[src/sv/rc4_pkg.sv]
// Shared types and codes for the RC4 stream cipher block.
package rc4_pkg;

    localparam int TABLE_AW = 8;

    // Input command codes
    typedef enum logic [1:0] {
        CMD_LOAD   = 2'd0,
        CMD_SCHED  = 2'd1,
        CMD_ENC    = 2'd2,
        CMD_UNUSED = 2'd3
    } t_cmd;

    typedef enum logic [3:0] {
        ST_IDLE,
        ST_FILL,
        ST_KS_RD,
        ST_KS_ACC,
        ST_KS_W1,
        ST_KS_W2,
        ST_ENC_J,
        ST_ENC_SW,
        ST_ENC_OUT
    } t_state;

    // Datapath operations issued by the controller
    typedef enum logic [3:0] {
        DP_NOP,
        DP_KEY_WR,
        DP_SCHED_INIT,
        DP_FILL,
        DP_KS_RD,
        DP_KS_ACC,
        DP_KS_W1,
        DP_KS_W2,
        DP_ENC_INIT,
        DP_ENC_J,
        DP_ENC_SW,
        DP_ENC_OUT
    } t_dp_op;

    typedef struct packed {
        t_dp_op op;
        logic   out_load;
    } t_dp_cmd;

    typedef struct packed {
        logic cnt_last;
    } t_dp_sts;

endpackage

[src/sv/rc4_ram.sv]
// Generic single-write, single-read RAM with registered read data.
module rc4_ram #(
    parameter int WIDTH = 8,
    parameter int DEPTH = 256,
    localparam int AW = (DEPTH > 1) ? $clog2(DEPTH) : 1
) (
    input  logic             i_clk,
    input  logic             i_we,
    input  logic [AW-1:0]    i_waddr,
    input  logic [WIDTH-1:0] i_wdata,
    input  logic             i_re,
    input  logic [AW-1:0]    i_raddr,
    output logic [WIDTH-1:0] o_rdata
);

    logic [WIDTH-1:0] r_mem [DEPTH];
    logic [WIDTH-1:0] r_rdata;

    always_ff @(posedge i_clk) begin
        if (i_we) begin
            r_mem[i_waddr] <= i_wdata;
        end
        // read returns the old contents on an address collision
        if (i_re) begin
            r_rdata <= r_mem[i_raddr];
        end
    end

    assign o_rdata = r_rdata;

endmodule

[src/sv/rc4_dp.sv]
// RC4 datapath: indices, swap registers, key and permutation memories, output byte.
module rc4_dp
    import rc4_pkg::*;
#(
    parameter int KEY_BYTES = 256
) (
    input  logic       i_clk,
    input  logic       i_rst_n,
    input  t_dp_cmd    i_cmd,
    output t_dp_sts    o_sts,
    input  logic [7:0] i_key_index,
    input  logic [7:0] i_key_byte,
    input  logic [7:0] i_data_byte,
    output logic [7:0] o_out_byte
);

    localparam int KW = (KEY_BYTES > 1) ? $clog2(KEY_BYTES) : 1;

    logic [7:0]    r_i, n_i;
    logic [7:0]    r_j, n_j;
    logic [7:0]    r_si, n_si;
    logic [7:0]    r_sj, n_sj;
    logic [7:0]    r_t, n_t;
    logic [7:0]    r_data, n_data;
    logic [7:0]    r_obyte, n_obyte;
    logic [KW-1:0] r_kpos, n_kpos;

    logic                p_we, p_re;
    logic [TABLE_AW-1:0] p_waddr, p_raddr;
    logic [7:0]          p_wdata, p_rdata;
    logic                k_we, k_re;
    logic [KW-1:0]       k_waddr;
    logic [7:0]          k_rdata;

    logic [7:0]    i_next, jj, tt, acc, ks;
    logic [KW-1:0] kpos_next;
    logic          key_in_range;

    rc4_ram #(.WIDTH(8), .DEPTH(256)) u_perm_ram (
        .i_clk   (i_clk),
        .i_we    (p_we),
        .i_waddr (p_waddr),
        .i_wdata (p_wdata),
        .i_re    (p_re),
        .i_raddr (p_raddr),
        .o_rdata (p_rdata)
    );

    rc4_ram #(.WIDTH(8), .DEPTH(KEY_BYTES)) u_key_ram (
        .i_clk   (i_clk),
        .i_we    (k_we),
        .i_waddr (k_waddr),
        .i_wdata (i_key_byte),
        .i_re    (k_re),
        .i_raddr (r_kpos),
        .o_rdata (k_rdata)
    );

    assign i_next       = 8'(r_i + 8'd1);
    assign jj           = 8'(r_j + p_rdata);
    assign tt           = 8'(r_si + p_rdata);
    assign acc          = 8'(r_j + p_rdata + k_rdata);
    assign kpos_next    = (r_kpos == KW'(KEY_BYTES - 1)) ? '0 : KW'(r_kpos + 1'b1);
    assign key_in_range = ({1'b0, i_key_index} < 9'(KEY_BYTES));
    assign k_waddr      = i_key_index[KW-1:0];

    // Writes of S[i] and S[j] still missing from the registered read of S[t]
    always_comb begin
        priority if (r_t == r_i) begin
            ks = r_sj;
        end else if (r_t == r_j) begin
            ks = r_si;
        end else begin
            ks = p_rdata;
        end
    end

    always_comb begin
        n_i     = r_i;
        n_j     = r_j;
        n_si    = r_si;
        n_sj    = r_sj;
        n_t     = r_t;
        n_data  = r_data;
        n_obyte = r_obyte;
        n_kpos  = r_kpos;
        p_we    = 1'b0;
        p_waddr = r_i;
        p_wdata = r_i;
        p_re    = 1'b0;
        p_raddr = r_i;
        k_we    = 1'b0;
        k_re    = 1'b0;
        unique case (i_cmd.op)
            DP_NOP: begin
            end
            DP_KEY_WR: begin
                k_we = key_in_range;
            end
            DP_SCHED_INIT: begin
                n_i    = '0;
                n_j    = '0;
                n_kpos = '0;
            end
            DP_FILL: begin
                p_we = 1'b1;
                n_i  = i_next;
            end
            DP_KS_RD: begin
                p_re = 1'b1;
                k_re = 1'b1;
            end
            DP_KS_ACC: begin
                n_si    = p_rdata;
                n_j     = acc;
                p_re    = 1'b1;
                p_raddr = acc;
            end
            DP_KS_W1: begin
                p_we    = 1'b1;
                p_wdata = p_rdata;
            end
            DP_KS_W2: begin
                p_we    = 1'b1;
                p_waddr = r_j;
                p_wdata = r_si;
                n_i     = i_next;
                n_kpos  = kpos_next;
                // last step: clear j, i wraps to zero by itself
                if (o_sts.cnt_last) begin
                    n_j = '0;
                end
            end
            DP_ENC_INIT: begin
                n_data  = i_data_byte;
                p_re    = 1'b1;
                p_raddr = i_next;
            end
            DP_ENC_J: begin
                n_si    = p_rdata;
                n_i     = i_next;
                n_j     = jj;
                p_re    = 1'b1;
                p_raddr = jj;
            end
            DP_ENC_SW: begin
                n_sj    = p_rdata;
                p_we    = 1'b1;
                p_wdata = p_rdata;
                n_t     = tt;
                p_re    = 1'b1;
                p_raddr = tt;
            end
            DP_ENC_OUT: begin
                p_we    = 1'b1;
                p_waddr = r_j;
                p_wdata = r_si;
                if (i_cmd.out_load) begin
                    n_obyte = r_data ^ ks;
                end
            end
            default: begin
            end
        endcase
    end

    always_ff @(posedge i_clk) begin
        if (!i_rst_n) begin
            r_i <= '0;
            r_j <= '0;
        end else begin
            r_i <= n_i;
            r_j <= n_j;
        end
    end

    always_ff @(posedge i_clk) begin
        r_si    <= n_si;
        r_sj    <= n_sj;
        r_t     <= n_t;
        r_data  <= n_data;
        r_obyte <= n_obyte;
        r_kpos  <= n_kpos;
    end

    assign o_sts.cnt_last = (r_i == 8'hFF);
    assign o_out_byte     = r_obyte;

    a_sched_clears_idx: assert property (@(posedge i_clk) disable iff (!i_rst_n)
        (i_cmd.op == DP_KS_W2 && r_i == 8'hFF) |=> (r_i == 8'd0 && r_j == 8'd0))
        else $error("indices not cleared at end of key schedule");

    a_enc_advances_i: assert property (@(posedge i_clk) disable iff (!i_rst_n)
        (i_cmd.op == DP_ENC_J) |=> (r_i == 8'($past(r_i) + 8'd1)))
        else $error("index i did not advance on keystream step");

    a_write_only_ops: assert property (@(posedge i_clk) disable iff (!i_rst_n)
        p_we |-> (i_cmd.op == DP_FILL || i_cmd.op == DP_KS_W1 || i_cmd.op == DP_KS_W2 ||
                  i_cmd.op == DP_ENC_SW || i_cmd.op == DP_ENC_OUT))
        else $error("permutation write outside a write step");

endmodule

[src/sv/rc4_ctrl.sv]
// RC4 controller: input/output handshake and sequencing of schedule and keystream steps.
module rc4_ctrl
    import rc4_pkg::*;
(
    input  logic       i_clk,
    input  logic       i_rst_n,
    input  logic       i_in_valid,
    output logic       o_in_stall,
    input  logic [1:0] i_command,
    output logic       o_out_valid,
    input  logic       i_out_stall,
    output t_dp_cmd    o_cmd,
    input  t_dp_sts    i_sts
);

    t_state r_state, n_state;
    logic   r_out_valid, n_out_valid;
    logic   accept;
    logic   out_free;

    assign accept   = i_in_valid && (r_state == ST_IDLE);
    assign out_free = !r_out_valid || !i_out_stall;

    always_ff @(posedge i_clk) begin
        if (!i_rst_n) begin
            r_state     <= ST_IDLE;
            r_out_valid <= 1'b0;
        end else begin
            r_state     <= n_state;
            r_out_valid <= n_out_valid;
        end
    end

    always_comb begin
        n_state        = r_state;
        o_cmd.op       = DP_NOP;
        o_cmd.out_load = 1'b0;
        unique case (r_state)
            ST_IDLE: begin
                if (accept) begin
                    unique case (t_cmd'(i_command))
                        CMD_LOAD: begin
                            o_cmd.op = DP_KEY_WR;
                        end
                        CMD_SCHED: begin
                            o_cmd.op = DP_SCHED_INIT;
                            n_state  = ST_FILL;
                        end
                        CMD_ENC: begin
                            o_cmd.op = DP_ENC_INIT;
                            n_state  = ST_ENC_J;
                        end
                        CMD_UNUSED: begin
                            // drop the beat
                        end
                        default: begin
                        end
                    endcase
                end
            end
            ST_FILL: begin
                o_cmd.op = DP_FILL;
                if (i_sts.cnt_last) begin
                    n_state = ST_KS_RD;
                end
            end
            ST_KS_RD: begin
                o_cmd.op = DP_KS_RD;
                n_state  = ST_KS_ACC;
            end
            ST_KS_ACC: begin
                o_cmd.op = DP_KS_ACC;
                n_state  = ST_KS_W1;
            end
            ST_KS_W1: begin
                o_cmd.op = DP_KS_W1;
                n_state  = ST_KS_W2;
            end
            ST_KS_W2: begin
                o_cmd.op = DP_KS_W2;
                n_state  = i_sts.cnt_last ? ST_IDLE : ST_KS_RD;
            end
            ST_ENC_J: begin
                o_cmd.op = DP_ENC_J;
                n_state  = ST_ENC_SW;
            end
            ST_ENC_SW: begin
                o_cmd.op = DP_ENC_SW;
                n_state  = ST_ENC_OUT;
            end
            ST_ENC_OUT: begin
                // hold here until the output register can take the beat
                o_cmd.op = DP_ENC_OUT;
                if (out_free) begin
                    o_cmd.out_load = 1'b1;
                    n_state        = ST_IDLE;
                end
            end
            default: begin
                n_state = ST_IDLE;
            end
        endcase
    end

    always_comb begin
        n_out_valid = r_out_valid;
        if (o_cmd.out_load) begin
            n_out_valid = 1'b1;
        end else if (!i_out_stall) begin
            n_out_valid = 1'b0;
        end
    end

    assign o_in_stall  = (r_state != ST_IDLE);
    assign o_out_valid = r_out_valid;

    a_enc_sequence: assert property (@(posedge i_clk) disable iff (!i_rst_n)
        (accept && i_command == CMD_ENC) |=>
            (r_state == ST_ENC_J) ##1 (r_state == ST_ENC_SW) ##1 (r_state == ST_ENC_OUT))
        else $error("encrypt beat did not follow the keystream sequence");

    a_out_from_enc: assert property (@(posedge i_clk) disable iff (!i_rst_n)
        $rose(r_out_valid) |-> $past(r_state == ST_ENC_OUT))
        else $error("output beat raised outside the output step");

    a_enc_done_valid: assert property (@(posedge i_clk) disable iff (!i_rst_n)
        (r_state == ST_ENC_OUT && out_free) |=> (r_out_valid && r_state == ST_IDLE))
        else $error("finished encrypt beat not presented");

    a_sched_end: assert property (@(posedge i_clk) disable iff (!i_rst_n)
        (r_state == ST_KS_W2 && i_sts.cnt_last) |=> (r_state == ST_IDLE))
        else $error("key schedule did not end after its last step");

endmodule

[src/sv/rc4_stream_cipher.sv]
// RC4 stream cipher: key store load, key schedule and keystream XOR of data bytes.
// Encrypt beat: after accept it runs ENC_J, ENC_SW and ENC_OUT, which loads the output
//   register; a new beat waits for IDLE, set by the dependent reads of S[i], S[j] and S[t]
//   and the S[j] write-back in the one permutation RAM; a stalled output beat holds the next
//   encrypt beat in its last step. Key load beat: written to the key RAM at accept.
// Schedule beat: FILL sets S[i] = i, then KS_RD, KS_ACC, KS_W1 and KS_W2 run per permutation step.
// Reset clears the controller, the output valid and indices i and j; the RAMs are not cleared.
module rc4_stream_cipher
    import rc4_pkg::*;
#(
    parameter int KEY_BYTES = 256
) (
    input  logic       i_clk,
    input  logic       i_rst_n,
    input  logic       i_in_valid,
    output logic       o_in_stall,
    input  logic [1:0] i_command,
    input  logic [7:0] i_key_index,
    input  logic [7:0] i_key_byte,
    input  logic [7:0] i_data_byte,
    output logic       o_out_valid,
    input  logic       i_out_stall,
    output logic [7:0] o_out_byte
);

    t_dp_cmd dp_cmd;
    t_dp_sts dp_sts;

    rc4_ctrl u_ctrl (
        .i_clk       (i_clk),
        .i_rst_n     (i_rst_n),
        .i_in_valid  (i_in_valid),
        .o_in_stall  (o_in_stall),
        .i_command   (i_command),
        .o_out_valid (o_out_valid),
        .i_out_stall (i_out_stall),
        .o_cmd       (dp_cmd),
        .i_sts       (dp_sts)
    );

    rc4_dp #(.KEY_BYTES(KEY_BYTES)) u_dp (
        .i_clk       (i_clk),
        .i_rst_n     (i_rst_n),
        .i_cmd       (dp_cmd),
        .o_sts       (dp_sts),
        .i_key_index (i_key_index),
        .i_key_byte  (i_key_byte),
        .i_data_byte (i_data_byte),
        .o_out_byte  (o_out_byte)
    );

endmodule
[config.mk]
export PLATFORM = sky130hd
export DESIGN_NAME = rc4_stream_cipher
export DESIGN_NICKNAME = d
export VERILOG_FILES = /design/src/sv/rc4_pkg.sv /design/src/sv/rc4_ram.sv /design/src/sv/rc4_dp.sv /design/src/sv/rc4_ctrl.sv /design/src/sv/rc4_stream_cipher.sv
export SDC_FILE = /design/constraint.sdc
export NUM_CORES = 2
export LEC_CHECK = 0
export BUFFER_PORTS_ARGS = -buffer_cell sky130_fd_sc_hd__buf_2
export CAP_MARGIN = 25
export CORE_AREA = 5 5 806 808
export CTS_CLUSTER_SIZE = 30
export DETAILED_ROUTE_END_ITERATION = 7
export DIE_AREA = 0 0 811 813
export SLEW_MARGIN = 25
export SYNTH_ARGS = -nofsm -noshare
export SYNTH_HDL_FRONTEND = slang
export SYNTH_SLANG_ARGS = --single-unit
[constraint.sdc]
create_clock -name i_clk -period 14.3 [get_ports i_clk]
set_clock_uncertainty 0.2 [all_clocks]
set_input_delay 1.43 -clock i_clk [delete_from_list [all_inputs] [get_ports i_clk]]
set_output_delay 1.43 -clock i_clk [all_outputs]
set_load 0.1 [all_outputs]
==> results.yml <==
outcome:
  status: "finished, final reports clean"
cells_and_area:
  mostFrequentLayoutCells: "edfxtp_1, nand2_1, mux4_2"
  mostFrequentLayoutCell: "edfxtp_1"
  syn2layout_area_growth_pct: 13.96
  drive_above_1_share_pct: 15.51
  nFillCells: 62950
  nets: 9843
yosys:
  ys_ff_latch: 4181
  async_flop_share_pct: 0
  synth.area.top_cells: "edfxtp_1, mux4_2, nand2_1"
  synth_cells: 9766
  synth_warnings: 0
  synth_top_area_share_pct: 75.22
  synth_edf_count: 4160
  syn_nets: 9826
  syn_area_um2: 166100
  avgSynthCellArea_um2: 17.01
  synth_flop_cell: "edfxtp_1"
  synth_top_area_cell: "edfxtp_1"
  ys_seq_area_share_pct: 75.47
  ys_types: 93
run:
  drv_cap: 0
setup_path:
  cpMostUsedCell: "buf_4"
  crit_path_end_kind: "flop"
  cp_slowest_cell: "o21ai_0"
  cp_cell_sequence: "ha_1 -> fa_1 -> inv_1 -> fa_1 -> nor4b_1 -> a41oi_1 -> a221oi_2 -> a211oi_1 -> nor3_4 -> buf_4 -> buf_4 -> buf_4 -> and3_1 -> a311oi_1 -> a31oi_1 -> o21ai_0 -> o21ai_0 -> nand4_1"
  slowest_delay_ps: 790
  path_max_fanout: 54
  cp.required_ps: 14610
  start_kind: "flop"
  path_class: "flop to flop"
  worstRegToRegCells: 18
  critPathArrivalTime_ps: 8540
power_and_ir_drop:
  power_density_nw_per_um2: 152.7
  leakage_nw: 59.26
  ir_drop_mv: 0.1107
  power_w: 0.02891
timing:
  fmax_ghz: 0.1214
  max_slew.worst_pin.slew_ps: 1235
  tns_ps: 0
  final-setup-viol-count: 0
  min_period_ps: 8239
  hold_violations: 0
  rsz0062_at_grt: "no"
  slew_viol_final: 0
  fin_crit_sh_pct: 57.61
  slew_headroom_pct: 17.67
route:
  drc: 0
  dr.first_iter.drc_count: 12370
  ant_nets: 0
  wl_per_cell_um: 25.12
  avgViaCountPerCell: 4.916
  via_count: 92070
  firstDrtPassIters: 7
  routed_wl_um: 470500
floorplan:
  die_h_um: 813
  die_area_um2: 659300
  core_area_um2: 642600
  row_count: 295
  pin_count: 40
  die_w_um: 811
  start_util_pct: 25.84
clocking:
  clk_pin_slew_worst_paths_ps: 60
  cts-root-buf: "clkbuf_16"
  post_cts_buffers: 0
  tritoncts: "built"
  clockBufferDepth: 4
  numCtsBuffers: 389
  post_cts_resized: 0
  cts_sinks: 4181
  hold_buffers: 0
  clock_latency_ps: 950
  h-tree-depth: 5
place:
  finalWeightedCongestion: 0.8550
  hpwl_um: 273500
  io_buffers: 39
global_route:
  grt_pass1_vias: 89110
  grt_pass1_wl_um: 670200
  grt.total_usage_pct: 13.72
  met3_usage_pct: 2.841
  grt_util_met2_pct: 21.60
  top_usage_layer: "met2"
  use_met1_pct: 18.80
  grt_max_degree: 181
  antenna_found_initial: 24
  gr-total-overflow: 0
worst_hold_path:
  min_path_cells: 1
  hp-class: "flop to flop"
cells by family after synthesis:
family,Yosys count,synth area share (%)
AOI/OAI and AO/OA,920,3.881
and+or+nand+nor,3054,7.835
muxes,896,10.53
xor gates and xnor gates,53,0.2795
DFF,4181,75.47
adders and majority gates,30,0.2396
buffers and inverters,632,1.760
synthesized netlist by cell type (all sizes together) (14+ instances only):
master,count
a21oi,166
clkbuf,237
edfxtp,4160
o22ai,66
o32ai,14
inv,23
a31oi,153
dfxtp,21
ha,27
nor2,615
and3,180
xor2,27
a22oi,49
mux2i,212
nor2b,19
a221oi,34
xnor2,26
a32oi,50
buf,372
a21boi,15
nor4,21
a211oi,64
o21ai,91
nand2,1660
mux4,680
a311oi,99
nor3,54
nand3,397
nand4,50
final timing paths:
| check | startpoint | end | slack, ps |
|---|---|---|---|
| worst max-delay path | u_dp.u_perm_ram.o_rdata[0] | u_dp.u_perm_ram.o_rdata[1] | 6060 |
| worst min-delay path | u_dp.r_data[1] | u_dp.o_out_byte[1] | 350 |
| worst max register to register | u_dp.u_perm_ram.o_rdata[0] | u_dp.u_perm_ram.o_rdata[1] | 6060 |
| worst min register to register | u_dp.r_data[1] | u_dp.o_out_byte[1] | 350 |
metrics by stage:
stage	instances	utilization (%)	setup slack [ps]	instance area, µm²	hold slack (ps)
floorplan	9766	-	-717.3	166100	311.1
global placement	18000	27.43	4878	176300	331.9
detailed placement	18000	27.45	5891	176400	337.0
CTS	18710	29.43	6301	189100	351.2
global route	18720	29.45	6089	189200	371.3
finish	18730	29.45	6061	189300	349.6
power breakdown:
part           total [W]  internal, W  switching, W
combinational    0.00458      0.00153       0.00305
sequential        0.0137       0.0136     0.0000577
clock             0.0106      0.00598       0.00465
total             0.0289       0.0211       0.00776
worst max-delay path, delay by kind of cell (launching register included):
kind,cells,cell delay [ps]
AO/OA/AOI/OAI,7,1850
adder cells (fa/ha/maj),3,1310
buffers and inverters,4,1950
flip-flops,1,530
AND/OR/NAND/NOR,4,1830
cell type report:
| class | count | area [µm²] | area share [%] |
|---|---|---|---|
| antenna | 12 | 30.03 | 0.01587 |
| clock buffer | 476 | 10210 | 5.395 |
| clock inverter | 236 | 2550 | 1.347 |
| inverter | 23 | 86.33 | 0.04562 |
| multi-input combinational | 4953 | 38190 | 20.18 |
| sequential | 4181 | 125300 | 66.23 |
| tap | 8613 | 10780 | 5.694 |
| timing repair buffer | 235 | 2082 | 1.100 |
flip-flops by register name, indices dropped and copies added, names as in the netlist:
register and count:
u_ctrl.o_out_valid 1, u_ctrl.r_state 4, u_dp.o_out_byte 8, u_dp.r_data 8
u_dp.r_i 8, u_dp.r_j 8, u_dp.r_kpos 8, u_dp.r_si 8
u_dp.r_sj 8, u_dp.r_t 8, u_dp.u_key_ram.o_rdata 8, u_dp.u_key_ram.r_mem 2048
u_dp.u_perm_ram.o_rdata 8, u_dp.u_perm_ram.r_mem 2048
metal layers:
layer  up-vias  share of wire, %
li1      38460                 -
met1     48060                40
met2      4642                46
met3       902               9.4
met4        10               3.8
met5         -             0.017
Power figures use the tool's default switching activity.
